[config.mk]
export PLATFORM = sky130hd
export DESIGN_NAME = c_subset_lexer_top
export DESIGN_NICKNAME = d
export VERILOG_FILES = /design/src/rtl/core/clex_pkg.sv /design/src/rtl/core/c_subset_lexer_top.sv /design/src/rtl/core/clex_core.sv
export SDC_FILE = /design/constraint.sdc
export NUM_CORES = 1
export LEC_CHECK = 0
export BUFFER_PORTS_ARGS = -buffer_cell sky130_fd_sc_hd__buf_4
export CAP_MARGIN = 5
export CORE_ASPECT_RATIO = 1.4
export CORE_MARGIN = 10
export CORE_UTILIZATION = 65
export CTS_BUF_LIST = sky130_fd_sc_hd__clkbuf_8
export DETAILED_ROUTE_END_ITERATION = 16
export PLACE_DENSITY = 0.82
export SLEW_MARGIN = 20
export SYNTH_ARGS = -nofsm -noshare
export SYNTH_HDL_FRONTEND = slang
export SYNTH_HIERARCHICAL = 1
export SYNTH_SLANG_ARGS = --single-unit
[constraint.sdc]
create_clock -name i_clk -period 18.2 [get_ports i_clk]
set_clock_uncertainty 0.05 [all_clocks]
set_input_delay 1.82 -clock i_clk [delete_from_list [all_inputs] [get_ports i_clk]]
set_output_delay 1.82 -clock i_clk [all_outputs]
set_load 0.005 [all_outputs]
[src/rtl/core/clex_pkg.sv]
// Shared types, token codes and keyword tables for the C subset lexer.
package clex_pkg;

    localparam logic [4:0] TK_INT       = 5'd0;
    localparam logic [4:0] TK_RETURN    = 5'd1;
    localparam logic [4:0] TK_VOID      = 5'd2;
    localparam logic [4:0] TK_PLUS      = 5'd3;
    localparam logic [4:0] TK_MINUS     = 5'd4;
    localparam logic [4:0] TK_STAR      = 5'd5;
    localparam logic [4:0] TK_SLASH     = 5'd6;
    localparam logic [4:0] TK_ASSIGN    = 5'd7;
    localparam logic [4:0] TK_EQ        = 5'd8;
    localparam logic [4:0] TK_NE        = 5'd9;
    localparam logic [4:0] TK_LT        = 5'd10;
    localparam logic [4:0] TK_GT        = 5'd11;
    localparam logic [4:0] TK_LE        = 5'd12;
    localparam logic [4:0] TK_GE        = 5'd13;
    localparam logic [4:0] TK_LPAREN    = 5'd14;
    localparam logic [4:0] TK_RPAREN    = 5'd15;
    localparam logic [4:0] TK_LBRACE    = 5'd16;
    localparam logic [4:0] TK_RBRACE    = 5'd17;
    localparam logic [4:0] TK_SEMICOLON = 5'd18;
    localparam logic [4:0] TK_COMMA     = 5'd19;
    localparam logic [4:0] TK_IDENT     = 5'd20;
    localparam logic [4:0] TK_NUMBER    = 5'd21;
    localparam logic [4:0] TK_EOF       = 5'd22;
    localparam logic [4:0] TK_ERROR     = 5'd23;

    localparam logic [30:0] NUM_MAX = 31'h7FFF_FFFF;

    typedef struct packed {
        logic [4:0]  token_kind;
        logic [30:0] number_value;
        logic [7:0]  text_length;
        logic [15:0] line_number;
        logic [15:0] column_number;
        logic        stopped;
        logic        last;
    } t_result;

    typedef struct packed {
        logic [1:0] count;
        t_result    res0;
        t_result    res1;
    } t_step;

    function automatic logic [7:0] kw_len(input logic [1:0] idx);
        logic [7:0] len;
        unique case (idx)
            2'd0:    len = 8'd3;
            2'd1:    len = 8'd6;
            2'd2:    len = 8'd4;
            default: len = 8'd0;
        endcase
        return len;
    endfunction

    // Letters of int, return and void by position.
    function automatic logic [7:0] kw_char(input logic [1:0] idx, input logic [2:0] pos);
        logic [7:0] ch;
        ch = 8'h00;
        unique case (idx)
            2'd0: begin
                case (pos)
                    3'd0:    ch = 8'h69;
                    3'd1:    ch = 8'h6E;
                    3'd2:    ch = 8'h74;
                    default: ch = 8'h00;
                endcase
            end
            2'd1: begin
                case (pos)
                    3'd0:    ch = 8'h72;
                    3'd1:    ch = 8'h65;
                    3'd2:    ch = 8'h74;
                    3'd3:    ch = 8'h75;
                    3'd4:    ch = 8'h72;
                    3'd5:    ch = 8'h6E;
                    default: ch = 8'h00;
                endcase
            end
            2'd2: begin
                case (pos)
                    3'd0:    ch = 8'h76;
                    3'd1:    ch = 8'h6F;
                    3'd2:    ch = 8'h69;
                    3'd3:    ch = 8'h64;
                    default: ch = 8'h00;
                endcase
            end
            default: ch = 8'h00;
        endcase
        return ch;
    endfunction

endpackage

[src/rtl/core/c_subset_lexer_top.sv]
// A byte accepted on the input is first registered; the core decodes it combinationally and
// its tokens are written into the result queue, whose head drives the output.
// The input takes one source byte per cycle while it is not stalled; the lexer state updates
// in a single pass per byte. A byte that yields two tokens fills the eight-entry result queue
// faster than it drains, and the input stalls while more than four results are queued.
// Reset is synchronous and active low; it empties the queue and returns the lexer to line 1,
// column 1 with no pending token.
module c_subset_lexer_top #(
    parameter int              TEXT_LIMIT     = 255,
    parameter longint unsigned POSITION_LIMIT = 65535
) (
    input  logic        i_clk,
    input  logic        i_rst_n,
    input  logic        i_s_axis_tvalid,
    output logic        o_s_axis_tready,
    input  logic [7:0]  i_s_axis_tdata,   // source_byte
    input  logic [0:0]  i_s_axis_tuser,   // kind
    output logic        o_m_axis_tvalid,
    input  logic        i_m_axis_tready,
    // number_value, text_length, line_number, column_number, zero pad
    output logic [71:0] o_m_axis_tdata,
    output logic [5:0]  o_m_axis_tuser,   // token_kind, stopped
    output logic        o_m_axis_tlast
);

    localparam int QD = 8;
    localparam int QW = $clog2(QD);

    logic                r_in_valid;
    logic                r_in_kind;
    logic [7:0]          r_in_byte;
    clex_pkg::t_step     step;
    clex_pkg::t_result   r_q [QD];
    logic [QW-1:0]       r_wr, r_rd;
    logic [QW:0]         r_count, n_count;
    logic                pop;
    clex_pkg::t_result   head;

    clex_core #(
        .TEXT_LIMIT     (TEXT_LIMIT),
        .POSITION_LIMIT (POSITION_LIMIT)
    ) u_core (
        .i_clk      (i_clk),
        .i_rst_n    (i_rst_n),
        .i_valid    (r_in_valid),
        .i_end_kind (r_in_kind),
        .i_byte     (r_in_byte),
        .o_step     (step)
    );

    assign o_s_axis_tready = r_count <= (QW+1)'(QD - 4);
    assign pop             = o_m_axis_tvalid && i_m_axis_tready;
    assign n_count         = r_count + (QW+1)'(step.count) - (QW+1)'(pop);
    assign head            = r_q[r_rd];

    assign o_m_axis_tvalid = r_count != '0;
    assign o_m_axis_tdata  = {1'b0, head.column_number, head.line_number, head.text_length,
                              head.number_value};
    assign o_m_axis_tuser  = {head.stopped, head.token_kind};
    assign o_m_axis_tlast  = head.last;

    always_ff @(posedge i_clk) begin
        if (!i_rst_n) begin
            r_in_valid <= 1'b0;
            r_wr       <= '0;
            r_rd       <= '0;
            r_count    <= '0;
        end else begin
            r_in_valid <= i_s_axis_tvalid && o_s_axis_tready;
            r_wr       <= r_wr + QW'(step.count);
            r_rd       <= r_rd + QW'(pop);
            r_count    <= n_count;
        end
    end

    always_ff @(posedge i_clk) begin
        if (i_s_axis_tvalid && o_s_axis_tready) begin
            r_in_kind <= i_s_axis_tuser[0];
            r_in_byte <= i_s_axis_tdata;
        end
        if (step.count != 2'd0) begin
            r_q[r_wr] <= step.res0;
        end
        if (step.count == 2'd2) begin
            r_q[r_wr + QW'(1)] <= step.res1;
        end
    end

endmodule

[src/rtl/core/clex_core.sv]
// Lexer state registers and the single-pass token decision for one source item.
module clex_core #(
    parameter int              TEXT_LIMIT     = 255,
    parameter longint unsigned POSITION_LIMIT = 65535
) (
    input  logic              i_clk,
    input  logic              i_rst_n,
    input  logic              i_valid,
    input  logic              i_end_kind,
    input  logic [7:0]        i_byte,
    output clex_pkg::t_step   o_step
);

    localparam int              POS_W    = $clog2(POSITION_LIMIT + 64'd1);
    localparam logic [POS_W-1:0] POS_MAX = POS_W'(POSITION_LIMIT);
    localparam logic [POS_W-1:0] POS_ONE = POS_W'(1);
    localparam logic [7:0]      TEXT_MAX = 8'(TEXT_LIMIT);

    localparam logic [2:0] M_IDLE   = 3'd0;
    localparam logic [2:0] M_IDENT  = 3'd1;
    localparam logic [2:0] M_NUMBER = 3'd2;
    localparam logic [2:0] M_EQ     = 3'd3;
    localparam logic [2:0] M_BANG   = 3'd4;
    localparam logic [2:0] M_LT     = 3'd5;
    localparam logic [2:0] M_GT     = 3'd6;
    localparam logic [2:0] M_HALT   = 3'd7;

    localparam logic [7:0] C_NUL    = 8'h00;
    localparam logic [7:0] C_LF     = 8'h0A;
    localparam logic [7:0] C_SPACE  = 8'h20;
    localparam logic [7:0] C_BANG   = 8'h21;
    localparam logic [7:0] C_LPAREN = 8'h28;
    localparam logic [7:0] C_RPAREN = 8'h29;
    localparam logic [7:0] C_STAR   = 8'h2A;
    localparam logic [7:0] C_PLUS   = 8'h2B;
    localparam logic [7:0] C_COMMA  = 8'h2C;
    localparam logic [7:0] C_MINUS  = 8'h2D;
    localparam logic [7:0] C_SLASH  = 8'h2F;
    localparam logic [7:0] C_SEMI   = 8'h3B;
    localparam logic [7:0] C_LT     = 8'h3C;
    localparam logic [7:0] C_EQ     = 8'h3D;
    localparam logic [7:0] C_GT     = 8'h3E;
    localparam logic [7:0] C_UNDER  = 8'h5F;
    localparam logic [7:0] C_LBRACE = 8'h7B;
    localparam logic [7:0] C_RBRACE = 8'h7D;

    logic [2:0]       r_mode, n_mode;
    logic [30:0]      r_acc, n_acc;
    logic [7:0]       r_text, n_text;
    logic [2:0]       r_cand, n_cand;
    logic [POS_W-1:0] r_line, n_line;
    logic [POS_W-1:0] r_col, n_col;

    logic             is_digit, is_alpha, is_start, is_ident, is_space, stop_in;
    logic [POS_W-1:0] adv_line, adv_col;
    logic [15:0]      cur_ln, cur_cl, adv_ln, adv_cl;
    logic [2:0]       cand_hit, fresh_hit;
    logic [7:0]       text_inc;
    logic [34:0]      acc_sum;
    logic [30:0]      acc_next;
    logic [30:0]      digit_val;
    logic             flush_ok;
    clex_pkg::t_result flush_tok;
    logic [4:0]       kw_kind;
    logic [4:0]       single_kind;
    logic             single_ok;
    logic [4:0]       pair_kind;
    logic             lead_ok, tail_ok;
    clex_pkg::t_result lead_tok, tail_tok;
    clex_pkg::t_step  step;

    function automatic clex_pkg::t_result mk(input logic [4:0] k, input logic [30:0] v,
                                             input logic [7:0] l, input logic [15:0] ln,
                                             input logic [15:0] cl, input logic s);
        clex_pkg::t_result r;
        r.token_kind    = k;
        r.number_value  = v;
        r.text_length   = l;
        r.line_number   = ln;
        r.column_number = cl;
        r.stopped       = s;
        r.last          = 1'b0;
        return r;
    endfunction

    always_comb begin
        is_digit  = (i_byte >= 8'h30) && (i_byte <= 8'h39);
        is_alpha  = ((i_byte >= 8'h61) && (i_byte <= 8'h7A)) ||
                    ((i_byte >= 8'h41) && (i_byte <= 8'h5A));
        is_start  = is_alpha || (i_byte == C_UNDER);
        is_ident  = is_start || is_digit;
        is_space  = (i_byte == C_SPACE) || ((i_byte >= 8'h09) && (i_byte <= 8'h0D));
        stop_in   = i_end_kind || (i_byte == C_NUL);
        digit_val = {27'd0, i_byte[3:0]};

        if (i_byte == C_LF) begin
            adv_line = (r_line < POS_MAX) ? r_line + POS_ONE : r_line;
            adv_col  = POS_ONE;
        end else begin
            adv_line = r_line;
            adv_col  = (r_col < POS_MAX) ? r_col + POS_ONE : r_col;
        end
        cur_ln = 16'(r_line);
        cur_cl = 16'(r_col);
        adv_ln = 16'(adv_line);
        adv_cl = 16'(adv_col);

        for (int i = 0; i < 3; i++) begin
            cand_hit[i]  = (r_text < clex_pkg::kw_len(2'(i))) &&
                           (clex_pkg::kw_char(2'(i), r_text[2:0]) == i_byte);
            fresh_hit[i] = clex_pkg::kw_char(2'(i), 3'd0) == i_byte;
        end

        text_inc = (r_text < TEXT_MAX) ? r_text + 8'd1 : r_text;
        acc_sum  = {1'b0, r_acc, 3'b000} + {3'b000, r_acc, 1'b0} + {4'd0, digit_val};
        acc_next = (acc_sum > {4'd0, clex_pkg::NUM_MAX}) ? clex_pkg::NUM_MAX : acc_sum[30:0];

        kw_kind = clex_pkg::TK_IDENT;
        for (int i = 0; i < 3; i++) begin
            if (r_cand[i] && (r_text == clex_pkg::kw_len(2'(i)))) begin
                kw_kind = 5'(i);
            end
        end

        flush_ok  = 1'b1;
        flush_tok = mk(clex_pkg::TK_ASSIGN, 31'd0, 8'd1, cur_ln, cur_cl, 1'b0);
        unique case (r_mode)
            M_IDENT:  flush_tok = mk(kw_kind, 31'd0, r_text, cur_ln, cur_cl, 1'b0);
            M_NUMBER: flush_tok = mk(clex_pkg::TK_NUMBER, r_acc, r_text, cur_ln, cur_cl, 1'b0);
            M_EQ:     flush_tok = mk(clex_pkg::TK_ASSIGN, 31'd0, 8'd1, cur_ln, cur_cl, 1'b0);
            M_BANG:   flush_tok = mk(clex_pkg::TK_ERROR, 31'd0, 8'd1, cur_ln, cur_cl, 1'b0);
            M_LT:     flush_tok = mk(clex_pkg::TK_LT, 31'd0, 8'd1, cur_ln, cur_cl, 1'b0);
            M_GT:     flush_tok = mk(clex_pkg::TK_GT, 31'd0, 8'd1, cur_ln, cur_cl, 1'b0);
            default:  flush_ok  = 1'b0;
        endcase

        single_ok   = 1'b1;
        single_kind = clex_pkg::TK_PLUS;
        unique case (i_byte)
            C_PLUS:   single_kind = clex_pkg::TK_PLUS;
            C_MINUS:  single_kind = clex_pkg::TK_MINUS;
            C_STAR:   single_kind = clex_pkg::TK_STAR;
            C_SLASH:  single_kind = clex_pkg::TK_SLASH;
            C_LPAREN: single_kind = clex_pkg::TK_LPAREN;
            C_RPAREN: single_kind = clex_pkg::TK_RPAREN;
            C_LBRACE: single_kind = clex_pkg::TK_LBRACE;
            C_RBRACE: single_kind = clex_pkg::TK_RBRACE;
            C_SEMI:   single_kind = clex_pkg::TK_SEMICOLON;
            C_COMMA:  single_kind = clex_pkg::TK_COMMA;
            default:  single_ok   = 1'b0;
        endcase

        unique case (r_mode)
            M_BANG:  pair_kind = clex_pkg::TK_NE;
            M_LT:    pair_kind = clex_pkg::TK_LE;
            M_GT:    pair_kind = clex_pkg::TK_GE;
            default: pair_kind = clex_pkg::TK_EQ;
        endcase

        n_mode   = r_mode;
        n_acc    = r_acc;
        n_text   = r_text;
        n_cand   = r_cand;
        n_line   = r_line;
        n_col    = r_col;
        lead_ok  = 1'b0;
        tail_ok  = 1'b0;
        lead_tok = flush_tok;
        tail_tok = mk(clex_pkg::TK_EOF, 31'd0, 8'd0, cur_ln, cur_cl, 1'b0);

        if (i_valid) begin
            if (stop_in) begin
                if (r_mode != M_HALT) begin
                    lead_ok = flush_ok;
                    tail_ok = 1'b1;
                    n_mode  = M_HALT;
                end
                if (i_end_kind) begin
                    n_mode = M_IDLE;
                    n_acc  = 31'd0;
                    n_text = 8'd0;
                    n_cand = 3'b111;
                    n_line = POS_ONE;
                    n_col  = POS_ONE;
                end
            end else if (r_mode == M_HALT) begin
                n_mode = M_HALT;
            end else if ((r_mode == M_IDENT) && is_ident) begin
                n_line = adv_line;
                n_col  = adv_col;
                n_cand = r_cand & cand_hit;
                n_text = text_inc;
            end else if ((r_mode == M_NUMBER) && is_digit) begin
                n_line = adv_line;
                n_col  = adv_col;
                n_acc  = acc_next;
                n_text = text_inc;
            end else if ((i_byte == C_EQ) && (r_mode >= M_EQ) && (r_mode <= M_GT)) begin
                n_line   = adv_line;
                n_col    = adv_col;
                tail_ok  = 1'b1;
                tail_tok = mk(pair_kind, 31'd0, 8'd2, adv_ln, adv_cl, 1'b0);
                n_mode   = M_IDLE;
            end else begin
                lead_ok = flush_ok;
                n_line  = adv_line;
                n_col   = adv_col;
                n_mode  = M_IDLE;
                if (is_space) begin
                    n_mode = M_IDLE;
                end else if (is_digit) begin
                    n_mode = M_NUMBER;
                    n_acc  = digit_val;
                    n_text = 8'd1;
                end else if (is_start) begin
                    n_mode = M_IDENT;
                    n_text = 8'd1;
                    n_cand = fresh_hit;
                end else if (i_byte == C_EQ) begin
                    n_mode = M_EQ;
                end else if (i_byte == C_BANG) begin
                    n_mode = M_BANG;
                end else if (i_byte == C_LT) begin
                    n_mode = M_LT;
                end else if (i_byte == C_GT) begin
                    n_mode = M_GT;
                end else if (single_ok) begin
                    tail_ok  = 1'b1;
                    tail_tok = mk(single_kind, 31'd0, 8'd1, adv_ln, adv_cl, 1'b0);
                end else begin
                    tail_ok  = 1'b1;
                    tail_tok = mk(clex_pkg::TK_ERROR, 31'd0, 8'd1, adv_ln, adv_cl, 1'b1);
                    n_mode   = M_HALT;
                end
            end
        end

        step.count = 2'd0;
        step.res0  = lead_tok;
        step.res1  = tail_tok;
        if (lead_ok && tail_ok) begin
            step.count     = 2'd2;
            step.res1.last = 1'b1;
        end else if (lead_ok) begin
            step.count     = 2'd1;
            step.res0.last = 1'b1;
        end else if (tail_ok) begin
            step.count     = 2'd1;
            step.res0      = tail_tok;
            step.res0.last = 1'b1;
        end
    end

    assign o_step = step;

    always_ff @(posedge i_clk) begin
        if (!i_rst_n) begin
            r_mode <= M_IDLE;
            r_acc  <= 31'd0;
            r_text <= 8'd0;
            r_cand <= 3'b111;
            r_line <= POS_ONE;
            r_col  <= POS_ONE;
        end else begin
            r_mode <= n_mode;
            r_acc  <= n_acc;
            r_text <= n_text;
            r_cand <= n_cand;
            r_line <= n_line;
            r_col  <= n_col;
        end
    end

endmodule

# ---- Yosys cells after proc, flatten, opt, wreduce, memory -nomap -nowiden
# Memories as Yosys holds them, arrays and structs flattened. A register that Yosys moved wholly into a read port is not among the register bits.
# Cells that the tools add are included.
dict set report word_totals {
  reg_bits 97
  ramBits 624
  in_bits 13
  wordCells 243
  n_memories 1
}
# memory depth word_bits rd rd_clocked_by_memory_dff write_ports line
set memory_table {}
lappend memory_table {r_q 8 78 1 1 2 c_subset_lexer_top.sv:33} ;# clex_pkg::t_result r_q [QD];
dict set report op_classes {
  addsub 10
  magnitude_cmp 18
  n_eq_ne 54
  mux 110
  bitwise 1
  reduce_logical 37
}
# cell count
set ops {}
lappend ops {{$mux 78} 15}
lappend ops {{$pmux 78 s5} 1}
lappend ops {{$mux 31} 9}
lappend ops {{$mux 16} 9}
lappend ops {{$eq 8x6->1 const B} 13}
lappend ops {{$mux 8} 10}
lappend ops {{$mux 79} 1}
lappend ops {{$mux 77} 1}
lappend ops {{$mux 3} 25}
lappend ops {{$pmux 5 s9} 1}
lappend ops {{$add 34x32->35} 1}
lappend ops {{$add 35x4->35} 1}
lappend ops {{$gt 35x31->1 const B} 1}
lappend ops {{$pmux 7 s5} 1}
lappend ops {{$add 16x1->16 const B} 2}
lappend ops {{$lt 16x16->1 const B} 2}
lappend ops {{$mux 1} 29}
lappend ops {{$pmux 7 s4} 1}
lappend ops {{$eq 7x8->1} 3}
lappend ops {{$eq 7x8->1 const A} 3}
lappend ops {{$eq 8x7->1 const B} 3}
lappend ops {{$pmux 7 s3} 1}
lappend ops {{$eq 3x3->1 const B} 6}
lappend ops {{$logic_and 1x1->1} 17}
lappend ops {{49 further kinds} 74}

# ---- Depth between registers and ports, before layout
dict set report depth {
  depth_word 23
  depth_mapped 17
  depth_no_buf 15
}

# ---- Cells and area by module
# Netlist, hierarchy kept.
# module instances cells_per_inst area_per_inst_um2 seq_area_each_um2
set modules_own_cells {}
lappend modules_own_cells {c_subset_lexer_top 1 1690 31740.4 19228.4}
lappend modules_own_cells {clex_core 1 1123 8165.3 1541.5}

# ---- Least setup slack after synthesis
# OpenSTA, ideal clock, no wires.
dict set report synth_path {
  path_type {register to register}
  start {register r_in_byte[6]}
  end {memory r_q[1][0] (netlist name) (enable)}
  arrival_time_ns 8.422
  required_ns 17.520
  slack_ns 9.098
  stages_incl_launch_ff 12
  synth_period_minus_slack_ns 9.102
  path_cell_list {edfxtp_1 buf_2 nor4b_2 nor2b_1 a311oi_1 o21ai_2 and2_4 a21oi_1 ha_1 buf_4 o21ai_0 o31ai_1}
}
# element line
set synth_rtl {}
lappend synth_rtl {{from (decl)} c_subset_lexer_top.sv:31} ;# logic [7:0] r_in_byte;
lappend synth_rtl {{from (signal assigned)} c_subset_lexer_top.sv:79} ;# r_in_byte <= i_s_axis_tdata;
lappend synth_rtl {{to (decl)} c_subset_lexer_top.sv:33}

==> results by group <==
STA
  – Relative slew slack: 24.25%
  – Final cycle utilization of the critical path: 36.59%
  – Max Clk Rate: 150.2 MHz
  – Max Slew Vio Count: 0
  – Setup WS post-layout: 11.54 ns
  – RSZ-0062 raised after global routing: no
  – Fin crit period: 6.660 ns
  – Setup TNS: 0 ns
  – Final Hold Viols: 0
  – Actual slew at the worst max-slew pin: 1.136 ns
  – Final Setup Violations: 0

Clock tree
  – Number of post-CTS setup repair buffers: 0
  – Deepest clock path buffer count: 3
  – H-tree Lvls: 3
  – Hold Buf Count CTS: 0
  – CTS tree: done
  – Clock slew at reported path FFs: 0.07 ns
  – CTS Buf Count: 107
  – Worst-skew pair later-pin latency: 0.74 ns
  – Root buffer cell: clkbuf_8
  – Post_cts resized: 0
  – Number of clock sinks: 721

Floorplan
  – Initial core utilization: 65.66%
  – Boundary Pins: 94
  – Chip Height: 313.2 um
  – Die footprint: 71850 um2
  – Core ar.: 60780 um2
  – Cell row count: 107
  – Die span in x: 229.4 um

Setup path
  – Top cell by count, worst path: buf_4
  – R2r worst-path depth: 12
  – WS Path Type: flop to flop
  – Crit-path slowest cell: nor4b_1
  – Req. time, crit path: 18.51 ns
  – Slowest Stage Delay on Critical Path: 0.86 ns
  – Crit Path Max Fanout: 36
  – Reg2reg start: r_in_byte[4]
  – CP arrival: 6.97 ns
  – Worst Path Buf+Inv: 2
  – Delay-heaviest family, CP: simple AND/OR/NAND/NOR gates
  – Crit. End Element: flop
  – CP Launch Point: r_in_byte[4]
  – WP depth: 12
  – Worst-path cell chain: nor4b_2, nor2b_1, a311oi_1, o21ai_2, and2_4, a21oi_1, ha_1, nor4b_1, nand2_4, o21ai_4, buf_4, buf_4
  – Startpoint types: flop

Yosys
  – Register bit total from synthesis: 721
  – Synth Area per Inst: 14.19 um2
  – EDFF count, synth: 633
  – Post-synth cell types: 90
  – Async SR Flop Fraction: 0%
  – Cell count after synthesis: 2813
  – Post-synth top flop: edfxtp_1
  – Sequential area share after synthesis: 52.05%
  – Mapped cell area: 39910 um2
  – Synthesis Warnings: 6

Hold path
  – Hold WC Path Type: flop to flop
  – Worst hold path depth: 2
  – HP Start: u_core/r_cand[0]

Drt
  – Initial DRC Count: 2116
  – Length of the first detailed-routing pass in iterations: 5
  – Total Wirelength: 97950 um
  – Drt via density: 6.630
  – Detailed-route via count: 24820
  – DR WL/cell: 26.16 um
  – Routed Antenna Nets: 0
  – Detailed-route DRC error count: 0

Global route
  – Grt total ovfl: 0
  – Initial antenna violation count: 1
  – Total GRT Usage: 26.98%
  – Number of global-route vias before repair: 25680
  – Global-route wire length before repair: 151000 um
  – Pin count of the biggest net entering global routing: 69

Power and ir drop
  – Worst vdd ir: 0.00006557 V
  – Pwr dens: 95.92 nW/um2
  – Leakage: 16.10 nW

Placed design
  – Setup WS pre-CTS: 11.69 ns
  – GP Congestion: 0.9376
  – I/O Buffers: 92
  – Post-DP HPWL: 57950 um

Final layout
  – Layout cells sized above 1: 39.35%
  – Nets: 2931
  – P&R area growth vs syn: 8.136%

Flow run
  – Total of max-cap violations: 0

Status
  – Status: complete, no violations
[layout by cell type (no fill, tap or decap), types with 14 or more instances in the layout]
| cell | n |
|---|---|
| buf_4 | 127 |
| inv_1 | 70 |
| ha_1 | 78 |
| o21ai_0 | 63 |
| mux2_2 | 664 |
| nand3_1 | 34 |
| nor2_1 | 97 |
| and3_1 | 14 |
| xor2_1 | 31 |
| clkinv_1 | 19 |
| or3_1 | 20 |
| a221o_1 | 22 |
| a21o_1 | 21 |
| nor3_1 | 37 |
| dfxtp_1 | 85 |
| nand2_1 | 92 |
| clkbuf_8 | 116 |
| xnor2_1 | 17 |
| and2_1 | 49 |
| a211oi_1 | 18 |
| edfxtp_1 | 633 |
| clkinv_2 | 15 |
| mux4_2 | 156 |
| conb_1 | 38 |
| mux2_1 | 48 |
| a31oi_1 | 21 |
| a21oi_1 | 99 |
| nand4_1 | 18 |
[final timing paths]
path / slack, ns / end
worst min-delay path: 0.46 / u_core/r_cand[0]
worst max-delay path: 11.54 / r_q[5][50]
worst max register to register: 11.54 / r_q[5][50]
worst min register to register: 0.46 / u_core/r_cand[0]
[synthesized netlist by cell type (5+ instances only)]
master | count | area share (%)
a21oi_1 | 99 | 1.2
a21o_1 | 21 | 0.40
clkbuf_1 | 101 | 0.95
inv_1 | 36 | 0.34
nand2_1 | 98 | 0.92
or3_1 | 20 | 0.31
nor4_1 | 7 | 0.11
o21ai_0 | 68 | 0.85
xor2_1 | 31 | 0.68
and3_1 | 14 | 0.22
nand2b_1 | 12 | 0.19
buf_4 | 47 | 0.88
mux2i_1 | 10 | 0.25
mux4_2 | 156 | 8.8
a31oi_1 | 21 | 0.33
buf_2 | 91 | 1.1
o22ai_1 | 6 | 0.094
nand3_1 | 34 | 0.43
or2_2 | 6 | 0.094
xnor2_1 | 17 | 0.37
o211ai_1 | 9 | 0.17
a211o_1 | 5 | 0.11
nor2b_1 | 11 | 0.17
buf_1 | 10 | 0.094
and2_1 | 49 | 0.77
o31ai_1 | 6 | 0.11
edfxtp_1 | 633 | 48
a22oi_1 | 6 | 0.11
dfxtp_1 | 88 | 4.4
nor3_1 | 38 | 0.48
nor2_1 | 99 | 0.93
mux2_2 | 664 | 19
o21a_1 | 14 | 0.26
ha_1 | 78 | 2.4
nand4_1 | 18 | 0.28
mux2_1 | 48 | 1.4
a211oi_1 | 18 | 0.34
a221o_1 | 22 | 0.55
[flip-flops by register name, indices dropped and copies added (netlist names), 3 cells and up]
name / flops
u_core/r_mode: 3
r_wr: 3
u_core/cur_cl: 16
u_core/cur_ln: 16
r_in_byte: 8
u_core/r_acc: 31
u_core/r_text: 8
r_count: 4
r_rd: 3
u_core/r_cand: 3
r_q: 624
[cell type report]
type / instances / area, um2
clock buffers: 116 / 1597
flip-flops and latches: 721 / 20780
multi-input cells: 1838 / 18040
fillers: 4070 / 17630
well taps: 817 / 1022
diodes: 2 / 5.005
inverters: 38 / 142.6
clock inverters: 82 / 555.5
repair buffers: 130 / 1007
[cells by family after synthesis]
family | after synthesis | synth area share, %
AND/OR/NAND/NOR | 434 | 5.534
flip-flops | 721 | 52.05
XOR/XNOR | 50 | 1.135
adder cells (fa/ha/maj) | 82 | 2.646
AO/OA/AOI/OAI | 356 | 5.960
multiplexers | 878 | 29.15
other | 2 | 0.01882
buffers and inverters | 290 | 3.512
[per-stage QoR]
step / util (%) / total power [mW] / hold slack [ns] / cell area, um2 / std cells
floorplan: - / 2.518 / 0.3974 / 40040 / 2849
global placement: 67.36 / 2.824 / 0.4383 / 40940 / 3542
detailed placement: 67.36 / 2.843 / 0.4517 / 40940 / 3542
CTS: 70.90 / 4.160 / 0.4608 / 43090 / 3740
global route: 71.00 / 4.293 / 0.4975 / 43150 / 3744
finish: 71.00 / 4.139 / 0.4626 / 43150 / 3744
[report_power, final]
group	total [mW]	leakage, nW	internal [mW]	switching (mW)
Combinational	0.847	8.29	0.415	0.431
Sequential	1.96	6.59	1.90	0.0678
Clock	1.33	1.22	0.690	0.638
Total	4.14	16.1	3.00	1.14
[tightest hold or removal path, delay by kind of cell (launching register included)]
family | cells | cell delay, ns
DFF | 1 | 0.31
AOI/OAI and AO/OA | 2 | 0.15
[routing by layer]
layer  vias to the layer above  GRT usage (%)  wire [um]
li1                      11040              -          -
met1                     12590          32.92      37630
met2                       999          47.75      51460
met3                       196          3.698       5976
met4                         0          10.55       2882
met5                         -              0          0
(Power assumes the default switching activity.)
